[config.mk]
export PLATFORM = sky130hd
export DESIGN_NAME = multi_pattern_response_matcher_flat
export DESIGN_NICKNAME = d
export VERILOG_FILES = /design/src/hdl/mprm_pkg.sv /design/src/hdl/mprm_in_if.sv /design/src/hdl/mprm_out_if.sv /design/src/hdl/mprm_pattern_lane.sv /design/src/hdl/multi_pattern_response_matcher.sv /design/src/flat_wrapper.sv
export SDC_FILE = /design/constraint.sdc
export NUM_CORES = 1
export LEC_CHECK = 0
export BUFFER_PORTS_ARGS = -buffer_cell sky130_fd_sc_hd__buf_2
export CAP_MARGIN = 30
export CORE_MARGIN = 3
export CORE_UTILIZATION = 64
export DETAILED_ROUTE_END_ITERATION = 10
export GPL_ROUTABILITY_DRIVEN = 0
export PLACE_DENSITY = 0.92
export RECOVER_POWER = 100
export SYNTH_ARGS = -nofsm -noshare
export SYNTH_HDL_FRONTEND = slang
export SYNTH_SLANG_ARGS = --single-unit
[constraint.sdc]
create_clock -name clk -period 5.5 [get_ports clk]
set_clock_uncertainty 0.15 [all_clocks]
set_input_delay 1.1 -clock clk [delete_from_list [all_inputs] [get_ports clk]]
set_output_delay 1.1 -clock clk [all_outputs]
set_load 0.01 [all_outputs]
[src/hdl/mprm_pkg.sv]
// ----------------------------------------------------------------------------
// mprm_pkg
// Shared types, codes and the reply pattern table of the response matcher.
// ----------------------------------------------------------------------------
package mprm_pkg;

  localparam int LINE_DEPTH  = 512;
  localparam int LINE_W      = 10;
  localparam int PAT_COUNT   = 13;
  localparam int PAT_CHARS   = 18;
  localparam int PAT_BITS    = 8 * PAT_CHARS;
  localparam int POS_W       = 5;
  localparam int MATCH_W     = 4;
  localparam int MASK_W      = 13;
  localparam int CFG_IDX_W   = 1;
  localparam int CFG_DATA_W  = 13;

  localparam logic [7:0] CHAR_CR = 8'h0d;
  localparam logic [7:0] CHAR_LF = 8'h0a;

  typedef enum logic [1:0] {
    REQ_START   = 2'd0,
    REQ_BYTE    = 2'd1,
    REQ_TIMEOUT = 2'd2,
    REQ_RSVD    = 2'd3
  } req_type_t;

  typedef enum logic [2:0] {
    ST_RUNNING = 3'd0,
    ST_MATCHED = 3'd1,
    ST_ENDED   = 3'd2,
    ST_LIMIT   = 3'd3,
    ST_IDLE    = 3'd4
  } status_t;

  typedef enum logic [CFG_IDX_W-1:0] {
    CFG_ACCEPT_MASK  = 1'b0,
    CFG_LENGTH_LIMIT = 1'b1
  } cfg_reg_t;

  typedef struct packed {
    status_t             status;
    logic [MATCH_W-1:0]  match_id;
    logic [LINE_W-1:0]   stored_count;
    logic                line_done;
  } result_t;

  typedef struct packed {
    logic clear;
    logic update;
  } lane_ctrl_t;

  // Text is right-aligned: the last character sits in the low byte.
  localparam logic [PAT_BITS-1:0] PAT_TEXT [PAT_COUNT] = '{
    PAT_BITS'("LINK IS BUILDED\015\012"),
    PAT_BITS'("no change\015\012"),
    PAT_BITS'("SEND OK\015\012"),
    PAT_BITS'("SEND FAIL\015\012"),
    PAT_BITS'("ERROR\015\012"),
    PAT_BITS'("Unlink\015\012"),
    PAT_BITS'("Linked\015\012"),
    PAT_BITS'(",CLOSED\015\012"),
    PAT_BITS'(",CONNECT\015\012"),
    PAT_BITS'("ready\015\012"),
    PAT_BITS'("+IPD,"),
    PAT_BITS'("OK\015\012"),
    PAT_BITS'("\015\012")
  };

  localparam logic [POS_W-1:0] PAT_LEN [PAT_COUNT] = '{
    5'd17, 5'd11, 5'd9, 5'd11, 5'd7, 5'd8, 5'd8, 5'd9, 5'd10, 5'd7, 5'd5, 5'd4, 5'd2
  };

endpackage

[src/hdl/mprm_in_if.sv]
// ----------------------------------------------------------------------------
// mprm_in_if
// Request channel: request type and received byte with valid/ready.
// ----------------------------------------------------------------------------
interface mprm_in_if;
  import mprm_pkg::*;

  logic       valid;
  logic       ready;
  req_type_t  req_type;
  logic [7:0] rx_byte;

  modport source (output valid, output req_type, output rx_byte, input ready);
  modport sink   (input valid, input req_type, input rx_byte, output ready);
endinterface

[src/hdl/mprm_out_if.sv]
// ----------------------------------------------------------------------------
// mprm_out_if
// Result channel: status, match index, line count and line flag.
// ----------------------------------------------------------------------------
interface mprm_out_if;
  import mprm_pkg::*;

  logic               valid;
  logic               ready;
  status_t            status;
  logic [MATCH_W-1:0] match_id;
  logic [LINE_W-1:0]  stored_count;
  logic               line_done;

  modport source (output valid, output status, output match_id, output stored_count,
                  output line_done, input ready);
  modport sink   (input valid, input status, input match_id, input stored_count,
                  input line_done, output ready);
endinterface

[src/hdl/mprm_pattern_lane.sv]
// ----------------------------------------------------------------------------
// mprm_pattern_lane
// Position counter and character comparator for one reply pattern.
// ----------------------------------------------------------------------------
module mprm_pattern_lane (
  input  logic                          clk,
  input  logic                          rst,
  input  mprm_pkg::lane_ctrl_t          ctrl,
  input  logic [7:0]                    rx_byte,
  input  logic [mprm_pkg::PAT_BITS-1:0] pat_text,
  input  logic [mprm_pkg::POS_W-1:0]    pat_len,
  output logic                          done
);
  import mprm_pkg::*;

  logic [POS_W-1:0] pos;
  logic [POS_W-1:0] pos_next;
  logic [POS_W-1:0] off_cur;
  logic [POS_W-1:0] off_first;
  logic [7:0]       char_cur;
  logic [7:0]       char_first;

  assign off_cur    = pat_len - POS_W'(1) - pos;
  assign off_first  = pat_len - POS_W'(1);
  assign char_cur   = pat_text[{off_cur, 3'b000} +: 8];
  assign char_first = pat_text[{off_first, 3'b000} +: 8];

  always_comb begin
    if (pos < pat_len && rx_byte == char_cur) begin
      pos_next = pos + POS_W'(1);
    end else if (rx_byte == char_first) begin
      pos_next = POS_W'(1);
    end else begin
      pos_next = '0;
    end
  end

  assign done = (pat_len != '0) && (pos_next >= pat_len);

  always_ff @(posedge clk) begin
    if (rst || ctrl.clear) begin
      pos <= '0;
    end else if (ctrl.update) begin
      pos <= pos_next;
    end
  end
endmodule

[src/hdl/multi_pattern_response_matcher.sv]
// ----------------------------------------------------------------------------
// multi_pattern_response_matcher
// Results are registered; one request per cycle is taken while the skid entry is empty.
// All 13 pattern lanes compare the byte in parallel; a two-entry result
// buffer takes one more request while the result side stalls.
// Reset: synchronous; read idle, counters clear, accept_mask 0, limit 512.
// ----------------------------------------------------------------------------
module multi_pattern_response_matcher (
  input  logic                            clk,
  input  logic                            rst,
  mprm_in_if.sink                         req,
  mprm_out_if.source                      rsp,
  input  logic                            cfg_we,
  input  logic [mprm_pkg::CFG_IDX_W-1:0]  cfg_index,
  input  logic [mprm_pkg::CFG_DATA_W-1:0] cfg_data
);
  import mprm_pkg::*;

  logic [MASK_W-1:0]  accept_mask;
  logic [LINE_W-1:0]  length_limit;
  logic [LINE_W-1:0]  line_count;
  logic [LINE_W-1:0]  line_count_next;
  logic               read_active;
  logic               read_active_next;
  logic               prev_was_cr;
  logic               prev_was_cr_next;

  result_t            res;
  result_t            out_reg;
  result_t            skid;
  logic               out_valid;
  logic               skid_valid;

  logic               in_fire;
  logic               out_fire;
  logic               proc_byte;
  logic               at_limit;
  logic [LINE_W-1:0]  eff_limit;
  logic [LINE_W-1:0]  cnt_inc;
  logic               hit;
  logic [MATCH_W-1:0] hit_id;
  logic [PAT_COUNT-1:0] lane_done;
  lane_ctrl_t         lane_ctrl [PAT_COUNT];

  assign req.ready = !skid_valid;
  assign in_fire   = req.valid && req.ready;
  assign out_fire  = out_valid && rsp.ready;

  assign eff_limit = (length_limit > LINE_W'(LINE_DEPTH)) ? LINE_W'(LINE_DEPTH) : length_limit;
  assign at_limit  = line_count >= eff_limit;
  assign cnt_inc   = line_count + LINE_W'(1);
  assign proc_byte = in_fire && req.req_type == REQ_BYTE && read_active &&
                     req.rx_byte != 8'd0 && !at_limit;

  for (genvar g = 0; g < PAT_COUNT; g++) begin : g_lane
    mprm_pattern_lane u_lane (
      .clk      (clk),
      .rst      (rst),
      .ctrl     (lane_ctrl[g]),
      .rx_byte  (req.rx_byte),
      .pat_text (PAT_TEXT[g]),
      .pat_len  (PAT_LEN[g]),
      .done     (lane_done[g])
    );
  end

  // First enabled pattern in table order wins.
  always_comb begin
    hit    = 1'b0;
    hit_id = '0;
    for (int x = PAT_COUNT - 1; x >= 0; x--) begin
      if (lane_done[x] && accept_mask[x]) begin
        hit    = 1'b1;
        hit_id = MATCH_W'(x);
      end
    end
  end

  // Lanes after the winning pattern hold their positions.
  always_comb begin
    for (int x = 0; x < PAT_COUNT; x++) begin
      lane_ctrl[x].clear  = in_fire && req.req_type == REQ_START;
      lane_ctrl[x].update = proc_byte && (!hit || MATCH_W'(x) <= hit_id);
    end
  end

  always_comb begin
    res              = '0;
    res.status       = ST_IDLE;
    res.stored_count = line_count;
    line_count_next  = line_count;
    read_active_next = read_active;
    prev_was_cr_next = prev_was_cr;
    unique case (req.req_type)
      REQ_START: begin
        res.status       = ST_RUNNING;
        res.stored_count = '0;
        line_count_next  = '0;
        prev_was_cr_next = 1'b0;
        read_active_next = 1'b1;
      end
      REQ_BYTE, REQ_TIMEOUT: begin
        priority if (!read_active) begin
          res.status = ST_IDLE;
        end else if (req.req_type == REQ_TIMEOUT || req.rx_byte == 8'd0) begin
          res.status       = ST_ENDED;
          read_active_next = 1'b0;
        end else if (at_limit) begin
          res.status       = ST_LIMIT;
          read_active_next = 1'b0;
        end else if (hit) begin
          res.status       = ST_MATCHED;
          res.match_id     = hit_id;
          res.stored_count = cnt_inc;
          line_count_next  = cnt_inc;
          read_active_next = 1'b0;
        end else if (cnt_inc >= LINE_W'(2) && prev_was_cr && req.rx_byte == CHAR_LF) begin
          res.status       = ST_RUNNING;
          res.stored_count = '0;
          res.line_done    = 1'b1;
          line_count_next  = '0;
          prev_was_cr_next = 1'b0;
        end else begin
          res.status       = ST_RUNNING;
          res.stored_count = cnt_inc;
          line_count_next  = cnt_inc;
          prev_was_cr_next = req.rx_byte == CHAR_CR;
        end
      end
      default: begin
        res.status = ST_IDLE;
      end
    endcase
  end

  always_ff @(posedge clk) begin
    if (rst) begin
      read_active <= 1'b0;
      line_count  <= '0;
      prev_was_cr <= 1'b0;
    end else if (in_fire) begin
      read_active <= read_active_next;
      line_count  <= line_count_next;
      prev_was_cr <= prev_was_cr_next;
    end
  end

  always_ff @(posedge clk) begin
    if (rst) begin
      accept_mask  <= '0;
      length_limit <= LINE_W'(LINE_DEPTH);
    end else if (cfg_we) begin
      unique case (cfg_reg_t'(cfg_index))
        CFG_ACCEPT_MASK:  accept_mask  <= cfg_data[MASK_W-1:0];
        CFG_LENGTH_LIMIT: length_limit <= cfg_data[LINE_W-1:0];
      endcase
    end
  end

  // Output register plus skid entry; fill the skid only while the output stalls.
  always_ff @(posedge clk) begin
    if (rst) begin
      out_valid  <= 1'b0;
      skid_valid <= 1'b0;
    end else if (in_fire) begin
      if (!out_valid || out_fire) begin
        out_valid <= 1'b1;
      end else begin
        skid_valid <= 1'b1;
      end
    end else if (out_fire) begin
      if (skid_valid) begin
        skid_valid <= 1'b0;
      end else begin
        out_valid <= 1'b0;
      end
    end
  end

  always_ff @(posedge clk) begin
    if (in_fire) begin
      if (!out_valid || out_fire) begin
        out_reg <= res;
      end else begin
        skid <= res;
      end
    end else if (out_fire && skid_valid) begin
      out_reg <= skid;
    end
  end

  assign rsp.valid        = out_valid;
  assign rsp.status       = out_reg.status;
  assign rsp.match_id     = out_reg.match_id;
  assign rsp.stored_count = out_reg.stored_count;
  assign rsp.line_done    = out_reg.line_done;

  a_line_done_clears: assert property (@(posedge clk) disable iff (rst)
    rsp.valid && rsp.line_done |-> rsp.status == ST_RUNNING && rsp.stored_count == '0)
    else $error("line_done without a cleared running line");

  a_match_id_only_on_match: assert property (@(posedge clk) disable iff (rst)
    rsp.valid && rsp.status != ST_MATCHED |-> rsp.match_id == '0)
    else $error("match_id set on a non-match result");

  a_read_ends_on_request: assert property (@(posedge clk) disable iff (rst)
    $past(!rst) && $fell(read_active) |-> $past(in_fire))
    else $error("read ended without an accepted request");

  a_line_count_bound: assert property (@(posedge clk) disable iff (rst)
    line_count <= LINE_W'(LINE_DEPTH))
    else $error("line count beyond line depth");

endmodule
[src/flat_wrapper.sv]
// flat-port wrapper written by rule: the top's interface ports become plain ports
module multi_pattern_response_matcher_flat import mprm_pkg::*;
  (clk, rst, cfg_we, cfg_index, cfg_data, req_valid, req_req_type, req_rx_byte, req_ready, rsp_valid, rsp_status, rsp_match_id, rsp_stored_count, rsp_line_done, rsp_ready);
  mprm_in_if req_i ();
  mprm_out_if rsp_i ();
  input  logic clk;
  input  logic rst;
  input  logic cfg_we;
  input  logic [mprm_pkg::CFG_IDX_W-1:0] cfg_index;
  input  logic [mprm_pkg::CFG_DATA_W-1:0] cfg_data;
  input wire logic [$bits(req_i.valid)-1:0] req_valid;
  input wire logic [$bits(req_i.req_type)-1:0] req_req_type;
  input wire logic [$bits(req_i.rx_byte)-1:0] req_rx_byte;
  output wire logic [$bits(req_i.ready)-1:0] req_ready;
  output wire logic [$bits(rsp_i.valid)-1:0] rsp_valid;
  output wire logic [$bits(rsp_i.status)-1:0] rsp_status;
  output wire logic [$bits(rsp_i.match_id)-1:0] rsp_match_id;
  output wire logic [$bits(rsp_i.stored_count)-1:0] rsp_stored_count;
  output wire logic [$bits(rsp_i.line_done)-1:0] rsp_line_done;
  input wire logic [$bits(rsp_i.ready)-1:0] rsp_ready;
  assign req_i.valid = req_valid;
  assign req_i.req_type = req_req_type;
  assign req_i.rx_byte = req_rx_byte;
  assign req_ready = req_i.ready;
  assign rsp_valid = rsp_i.valid;
  assign rsp_status = rsp_i.status;
  assign rsp_match_id = rsp_i.match_id;
  assign rsp_stored_count = rsp_i.stored_count;
  assign rsp_line_done = rsp_i.line_done;
  assign rsp_i.ready = rsp_ready;
  multi_pattern_response_matcher u_core (.clk(clk), .rst(rst), .req(req_i), .rsp(rsp_i), .cfg_we(cfg_we), .cfg_index(cfg_index), .cfg_data(cfg_data));
endmodule
== After elaboration in Yosys (flattened, before gate mapping) ==
Cells that the tools add are included.

* Register bits: 138
* Latch bits: 0
* RAM bits: 0
* ROM bits: 0
* Input bits: 29
* Output and inout bits: 20
* Memories kept: 0

* Add/subtract/negate cells: 27
* Multiply operators: 0
* Div/mod/pow operators: 0
* Magnitude comparators: 42
* Equality and inequality tests: 33
* Shift operators: 13
* Mux-type cells: 91
* Bitwise operators: 2
* Reductions and logical operators: 85

{| class="wikitable"
|+ Operators by type and width
! cell !! number
|-
| $shiftx 144x9->8 const A || 13
|-
| $eq 8x8->1 || 13
|-
| $add 5x1->5 const B || 13
|-
| $mux 5 || 13
|-
| $mux 10 || 6
|-
| $mux 4 || 15
|-
| $eq 8x7->1 const B || 7
|-
| $mux 18 || 3
|-
| $logic_and 1x1->1 || 49
|-
| $mux 15 || 3
|-
| $mux 1 || 43
|-
| $pmux 10 s2 || 2
|-
| $ge 5x4->1 const B || 7
|-
| $lt 5x4->1 const B || 7
|-
| $sub 3x5->5 const A || 5
|-
| $sub 4x5->5 const A || 5
|-
| $ge 5x3->1 const B || 4
|-
| $le 4x4->1 const A || 5
|-
| $lt 5x3->1 const B || 4
|-
| $eq 8x4->1 const B || 2
|-
| $eq 8x6->1 const B || 2
|-
| $le 3x4->1 const A || 4
|-
| $logic_or 1x1->1 || 16
|-
| $ne 2x2->1 const B || 6
|-
| other kinds (30) || 46
|}

== Logic depth before layout (Yosys ltp) ==
* Depth in word-level cells: 27
* Gate-level depth with buffers: 18

== Modules after synthesis ==
Synthesis repeated with hierarchy kept, for this count alone.

* Cells, all modules: 5334
* Area total of the unflattened synthesis: 52983.3 um^2

{| class="wikitable"
|+ By module, submodules not included
! module !! instances !! cells an instance !! area an instance (um^2)
|-
| mprm_pattern_lane (u_core.g_lane[2].u_lane ...) || 7 || 388 || 3852.4
|-
| mprm_pattern_lane (u_core.g_lane[0].u_lane ...) || 5 || 366 || 3698.5
|-
| multi_pattern_response_matcher || 1 || 460 || 4006.3
|-
| mprm_pattern_lane (u_core.g_lane[9].u_lane) || 1 || 328 || 3517.1
|}

== Worst setup path before layout ==
No wires, ideal clock.

* Path type: in2reg
* Start point: input port req_rx_byte[3]
* End point: register u_core.out_reg (netlist bit u_core.rsp.stored_count[8]), data pin
* Arrival time: 3.852 ns
* Slack: 1.238 ns
* Stages: 13
* Path through: clkbuf_1 inv_1 buf_2 o31ai_1 a2111oi_4 a22oi_2 a211o_2 o2111ai_4 nor4_4 a211oi_4 buf_6 a22o_1 mux2_2

{| class="wikitable"
|+ RTL lines
! element !! RTL line !! source
|-
| start: declaration || flat_wrapper.sv:13 || <nowiki>input wire logic [$bits(req_i.rx_byte)-1:0] req_rx_byte;</nowiki>
|-
| end signal: assignment || multi_pattern_response_matcher.sv:183 || <nowiki>out_reg <= res;</nowiki>
|-
| end signal: assignment || multi_pattern_response_matcher.sv:188 || <nowiki>out_reg <= skid;</nowiki>
|-
| end: declaration || multi_pattern_response_matcher.sv:29 || <nowiki>result_t out_reg;</nowiki>
|}

== Final worst setup path ==
* Start point: register u_core.g_lane[0].u_lane.pos[0]
* End point: register u_core.g_lane[5].u_lane.pos[0]

* Longest elaborated chain between the ends: 11

{| class="wikitable"
|+ RTL lines
! element !! RTL line !! source
|-
| start: declaration || mprm_pattern_lane.sv:16 || <nowiki>logic [POS_W-1:0] pos;</nowiki>
|-
| start signal: assignment || mprm_pattern_lane.sv:44 || <nowiki>pos <= pos_next;</nowiki>
|-
| $sub 5x5->5 || mprm_pattern_lane.sv:23 || <nowiki>assign off_cur = pat_len - POS_W'(1) - pos;</nowiki>
|-
| $shiftx 144x9->8 || mprm_pattern_lane.sv:25 || <nowiki>assign char_cur = pat_text[{off_cur, 3'b000} +: 8];</nowiki>
|-
| $eq 8x8->1 || mprm_pattern_lane.sv:29 || <nowiki>if (pos < pat_len && rx_byte == char_cur) begin</nowiki>
|-
| $logic_and 1x1->1 || mprm_pattern_lane.sv:29 ||
|-
| $mux 5 (*) || mprm_pattern_lane.sv:29 ||
|-
| $ge 5x5->1 (*) || mprm_pattern_lane.sv:38 || <nowiki>assign done = (pat_len != '0) && (pos_next >= pat_len);</nowiki>
|-
| $logic_and 1x1->1 (*) || multi_pattern_response_matcher.sv:72 || <nowiki>if (lane_done[x] && accept_mask[x]) begin</nowiki>
|-
| $mux 4 / $mux 1 (equally long branches) || multi_pattern_response_matcher.sv:72 ||
|-
| $le 3x4->1 / $logic_not 1->1 (equally long branches) || multi_pattern_response_matcher.sv:83 || <nowiki>lane_ctrl[x].update = proc_byte && (!hit || MATCH_W'(x) <= hit_id);</nowiki>
|-
| $logic_or 1x1->1 (*) || multi_pattern_response_matcher.sv:83 ||
|-
| $logic_and 1x1->1 (*) || multi_pattern_response_matcher.sv:83 ||
|-
| end signal: assignment || mprm_pattern_lane.sv:44 ||
|-
| end: declaration || mprm_pattern_lane.sv:16 ||
|}

Mark *: on every way between the ends. The rest lies on a longest branch, timed or not.
A chain may end at the register's enable or synchronous reset.

==> results.yml <==
setup_path:
  critPathTopFamily: "simple AND/OR/NAND/NOR gates"
  reg2reg_depth: 14
  r2r_slack_ns: 0.31
  max_stage_delay_ns: 0.66
  timing.critical_path.buf_inv: 2
  arrival_ns: 5.39
  reg2reg_to: "u_core.g_lane[5].u_lane.pos[0]"
  cp_cell_sequence: "inv_1 -> ha_1 -> nor3b_1 -> xor2_1 -> nor4_1 -> nor3_1 -> a311oi_1 -> or4_1 -> o32ai_4 -> nor3_4 -> clkbuf_1 -> nand2_1 -> or4b_1 -> a31oi_1"
  cp.required_ns: 5.71
  crit_slowest_cell: "clkbuf_1"
  endpoint_kind: "flop"
  worstReg2RegStart: "u_core.g_lane[0].u_lane.pos[0]"
  crit_type: "reg2reg"
  start_kind: "flop"
  cp_max_fo: 17
status:
  status: "finished with violations"
  violations: "capacitance limit, slew limit"
clock_network:
  cts_tree: "built"
  htreeDepth: 4
  postCtsSetupBuffers: 0
  clk_pin_slew_ns: 0.07
  numCtsBuffers: 17
  cts_root_buffer: "clkbuf_16"
  clkLatencyLatePin_ns: 0.44
  cts_resized: 0
  cts_hold_buffers: 0
  clk_path_buf_depth: 2
  cts.sinks: 138
routing:
  post_drt_wl_per_cell_um: 19.3
  dr.pass1.iters: 8
  vias: 13000
  drt-initial-drc-count: 2024
  antenna_left: 0
  wirelength_mm: 36.2
  vias_per_cell: 6.93
  drc: 0
synth:
  ys_seq_area_share_pct: 24.9
  netlist_area_um2: 12600
  syn_inst: 1619
  synth_most_common_cell: "nand2_1"
  synth_edf_count: 36
  yosysTopAreaCellShare_pct: 16.3
  synth_commonest_cells: "nand2_1 (169), nor2_1 (116), a21oi_1 (115)"
  yosysTopAreaCell: "dfxtp_1"
  avgSynthCellArea_um2: 7.76
  ys.flop_type: "dfxtp_1"
  ys_seq_elements: 138
  synth.distinct_cells: 105
  synth_area_leaders: "dfxtp_1 (16%), ha_1 (8.7%), edfxtp_1 (8.6%)"
  yosysWarnings: 0
  synthArstFlopShare_pct: 0
  synth_nets: 1735
cells_and_area:
  multiInputGateArea_um2: 8620
  final_cell_area_um2: 13400
  fin_nets: 1718
  synthToLayoutAreaGrowth_pct: 6.51
  layout.area.seq_um2: 3120
  final_cells: 1876
  layout-drive-gt1-share_pct: 7.74
  n_fill_cell: 1426
worst_hold_path:
  hold_path_class: "reg2reg"
  whs_path_depth: 2
  hold_end: "u_core.accept_mask[11]"
  min_from: "u_core.accept_mask[11]"
timing:
  tightest_slew_ns: 1.88
  period_share_pct: 94.3
  max_freq_mhz: 193
  hold_ws_ns: 0.324
  slew_viol_final: 74
  finalCriticalPeriod_ns: 5.19
  finalSetupViolCount: 0
  finalHoldViolations: 0
  max_slew_margin_pct: -25.1
  tns_ns: 0
  rsz0062_at_grt: "no"
global_routing:
  grt_pass1_wl_mm: 58.3
  grt_overflow: 0
  grt_max_degree: 40
  grt.total_usage_pct: 32.3
  grt_pass1_vias: 11900
  antenna_found_initial: 0
placement:
  dpl.cell_count: 1843
  port-buffer-count: 48
  placed_area_um2: 12900
  dpl.hpwl_mm: 25.4
die:
  fp.dieW_um: 146
  fp.dieH_um: 146
  rows: 50
  floorplan.initialDensity_pct: 66.0
  die_area_um2: 21300
  pin_count: 49
  coreArea_um2: 19000
power:
  p_per_area_nw_per_um2: 187
  leakage_nw: 4.86
  peakVddDrop_mv: 0.229
job:
  maxCapViolCount: 2
through the flow:
| step | utilization, % | worst slack (ns) | total power, mW |
|---|---|---|---|
| after floorplan | - | 1.24 | 1.26 |
| after global placement | 67.5 | 0.701 | 1.34 |
| after detailed placement | 67.6 | 0.614 | 1.35 |
| after CTS | 70.7 | 0.524 | 2.49 |
| after global routing | 70.3 | 0.0895 | 2.56 |
| final | 70.3 | 0.315 | 2.50 |
power by group:
| part | internal (mW) | leakage (nW) | switching (mW) |
|---|---|---|---|
| clock network | 0.640 | 0.275 | 0.525 |
| logic | 0.0782 | 3.43 | 0.171 |
| registers | 1.07 | 1.16 | 0.0151 |
| total | 1.79 | 4.86 | 0.711 |
metal layers:
layer	vias up	wire, µm	global-route usage, %
met4	0	2290	18.1
li1	5924	-	-
met1	5902	13800	42.0
met2	963	16000	51.6
met3	220	4080	4.97
met5	-	0	0
state kept, by name (all words and copies together), names as in the netlist:
signal,flops
u_core.rsp.valid,1
u_core.read_active,1
u_core.rsp.line_done,1
u_core.rsp.match_id,4
u_core.rsp.stored_count,10
u_core.rsp.status,3
u_core.skid,18
u_core.prev_was_cr,1
u_core.skid_valid,1
u_core.accept_mask,13
u_core.length_limit,10
u_core.g_lane.u_lane.pos,65
u_core.line_count,10
worst min-delay path, cell delays in order, from the launching register on:
cell     delay (ns)
dfxtp_1        0.32
nand2_1        0.05
a21oi_1        0.05
cell type report:
class,count,area share (%)
multi-input cells,1287,64.5
flip-flops and latches,138,23.4
clock buffers,17,3.18
repair buffers,74,3.05
well taps,260,2.43
inverters,84,2.36
clock inverters,15,1.15
diodes,1,0.0187
cells by family after synthesis:
logic type	Yosys count	synth area share (%)
AND/OR/NAND/NOR	663	28.1
AO/OA/AOI/OAI	425	23.4
buffers and inverters	194	6.31
flip-flops	138	24.9
adder cells (fa/ha/maj)	88	8.75
XOR/XNOR	72	5.08
multiplexers	39	3.40
cells in the final DEF (no fill, tap or decap), types with 12 or more instances in the layout:
master / count
clkbuf_1: 28
mux2_2: 17
nor2b_1: 37
edfxtp_1: 36
o211ai_1: 20
nand4b_1: 12
nand2_1: 169
nand4_1: 24
buf_2: 25
ha_1: 87
a21oi_1: 115
nor3b_1: 16
nand3b_1: 12
or3_1: 21
nor2_1: 116
nor4_1: 21
nor3_1: 52
or4_1: 14
mux2i_1: 16
a211oi_1: 16
a31oi_1: 26
inv_1: 81
and3_1: 25
o31ai_1: 15
xnor2_1: 48
nand2b_1: 28
xor2_1: 23
o21ai_0: 77
clkbuf_16: 17
buf_4: 20
nand3_1: 58
dfxtp_1: 102
how the worst max path moves through the flow:
stage / end / slack, ns / cells after the start / from
after floorplan: u_core.rsp.stored_count[8] / 1.24 / 13 / req_rx_byte[3]
after CTS: u_core.skid[5] / 0.52 / 14 / u_core.g_lane[7].u_lane.pos[0]
final: u_core.g_lane[5].u_lane.pos[0] / 0.31 / 14 / u_core.g_lane[0].u_lane.pos[0]
after detailed placement: u_core.skid[5] / 0.61 / 14 / u_core.g_lane[7].u_lane.pos[0]
after global placement: u_core.skid[5] / 0.70 / 14 / u_core.g_lane[7].u_lane.pos[0]
after global routing: u_core.g_lane[5].u_lane.pos[0] / 0.09 / 14 / u_core.g_lane[0].u_lane.pos[0]
Power figures use the tool's default switching activity.
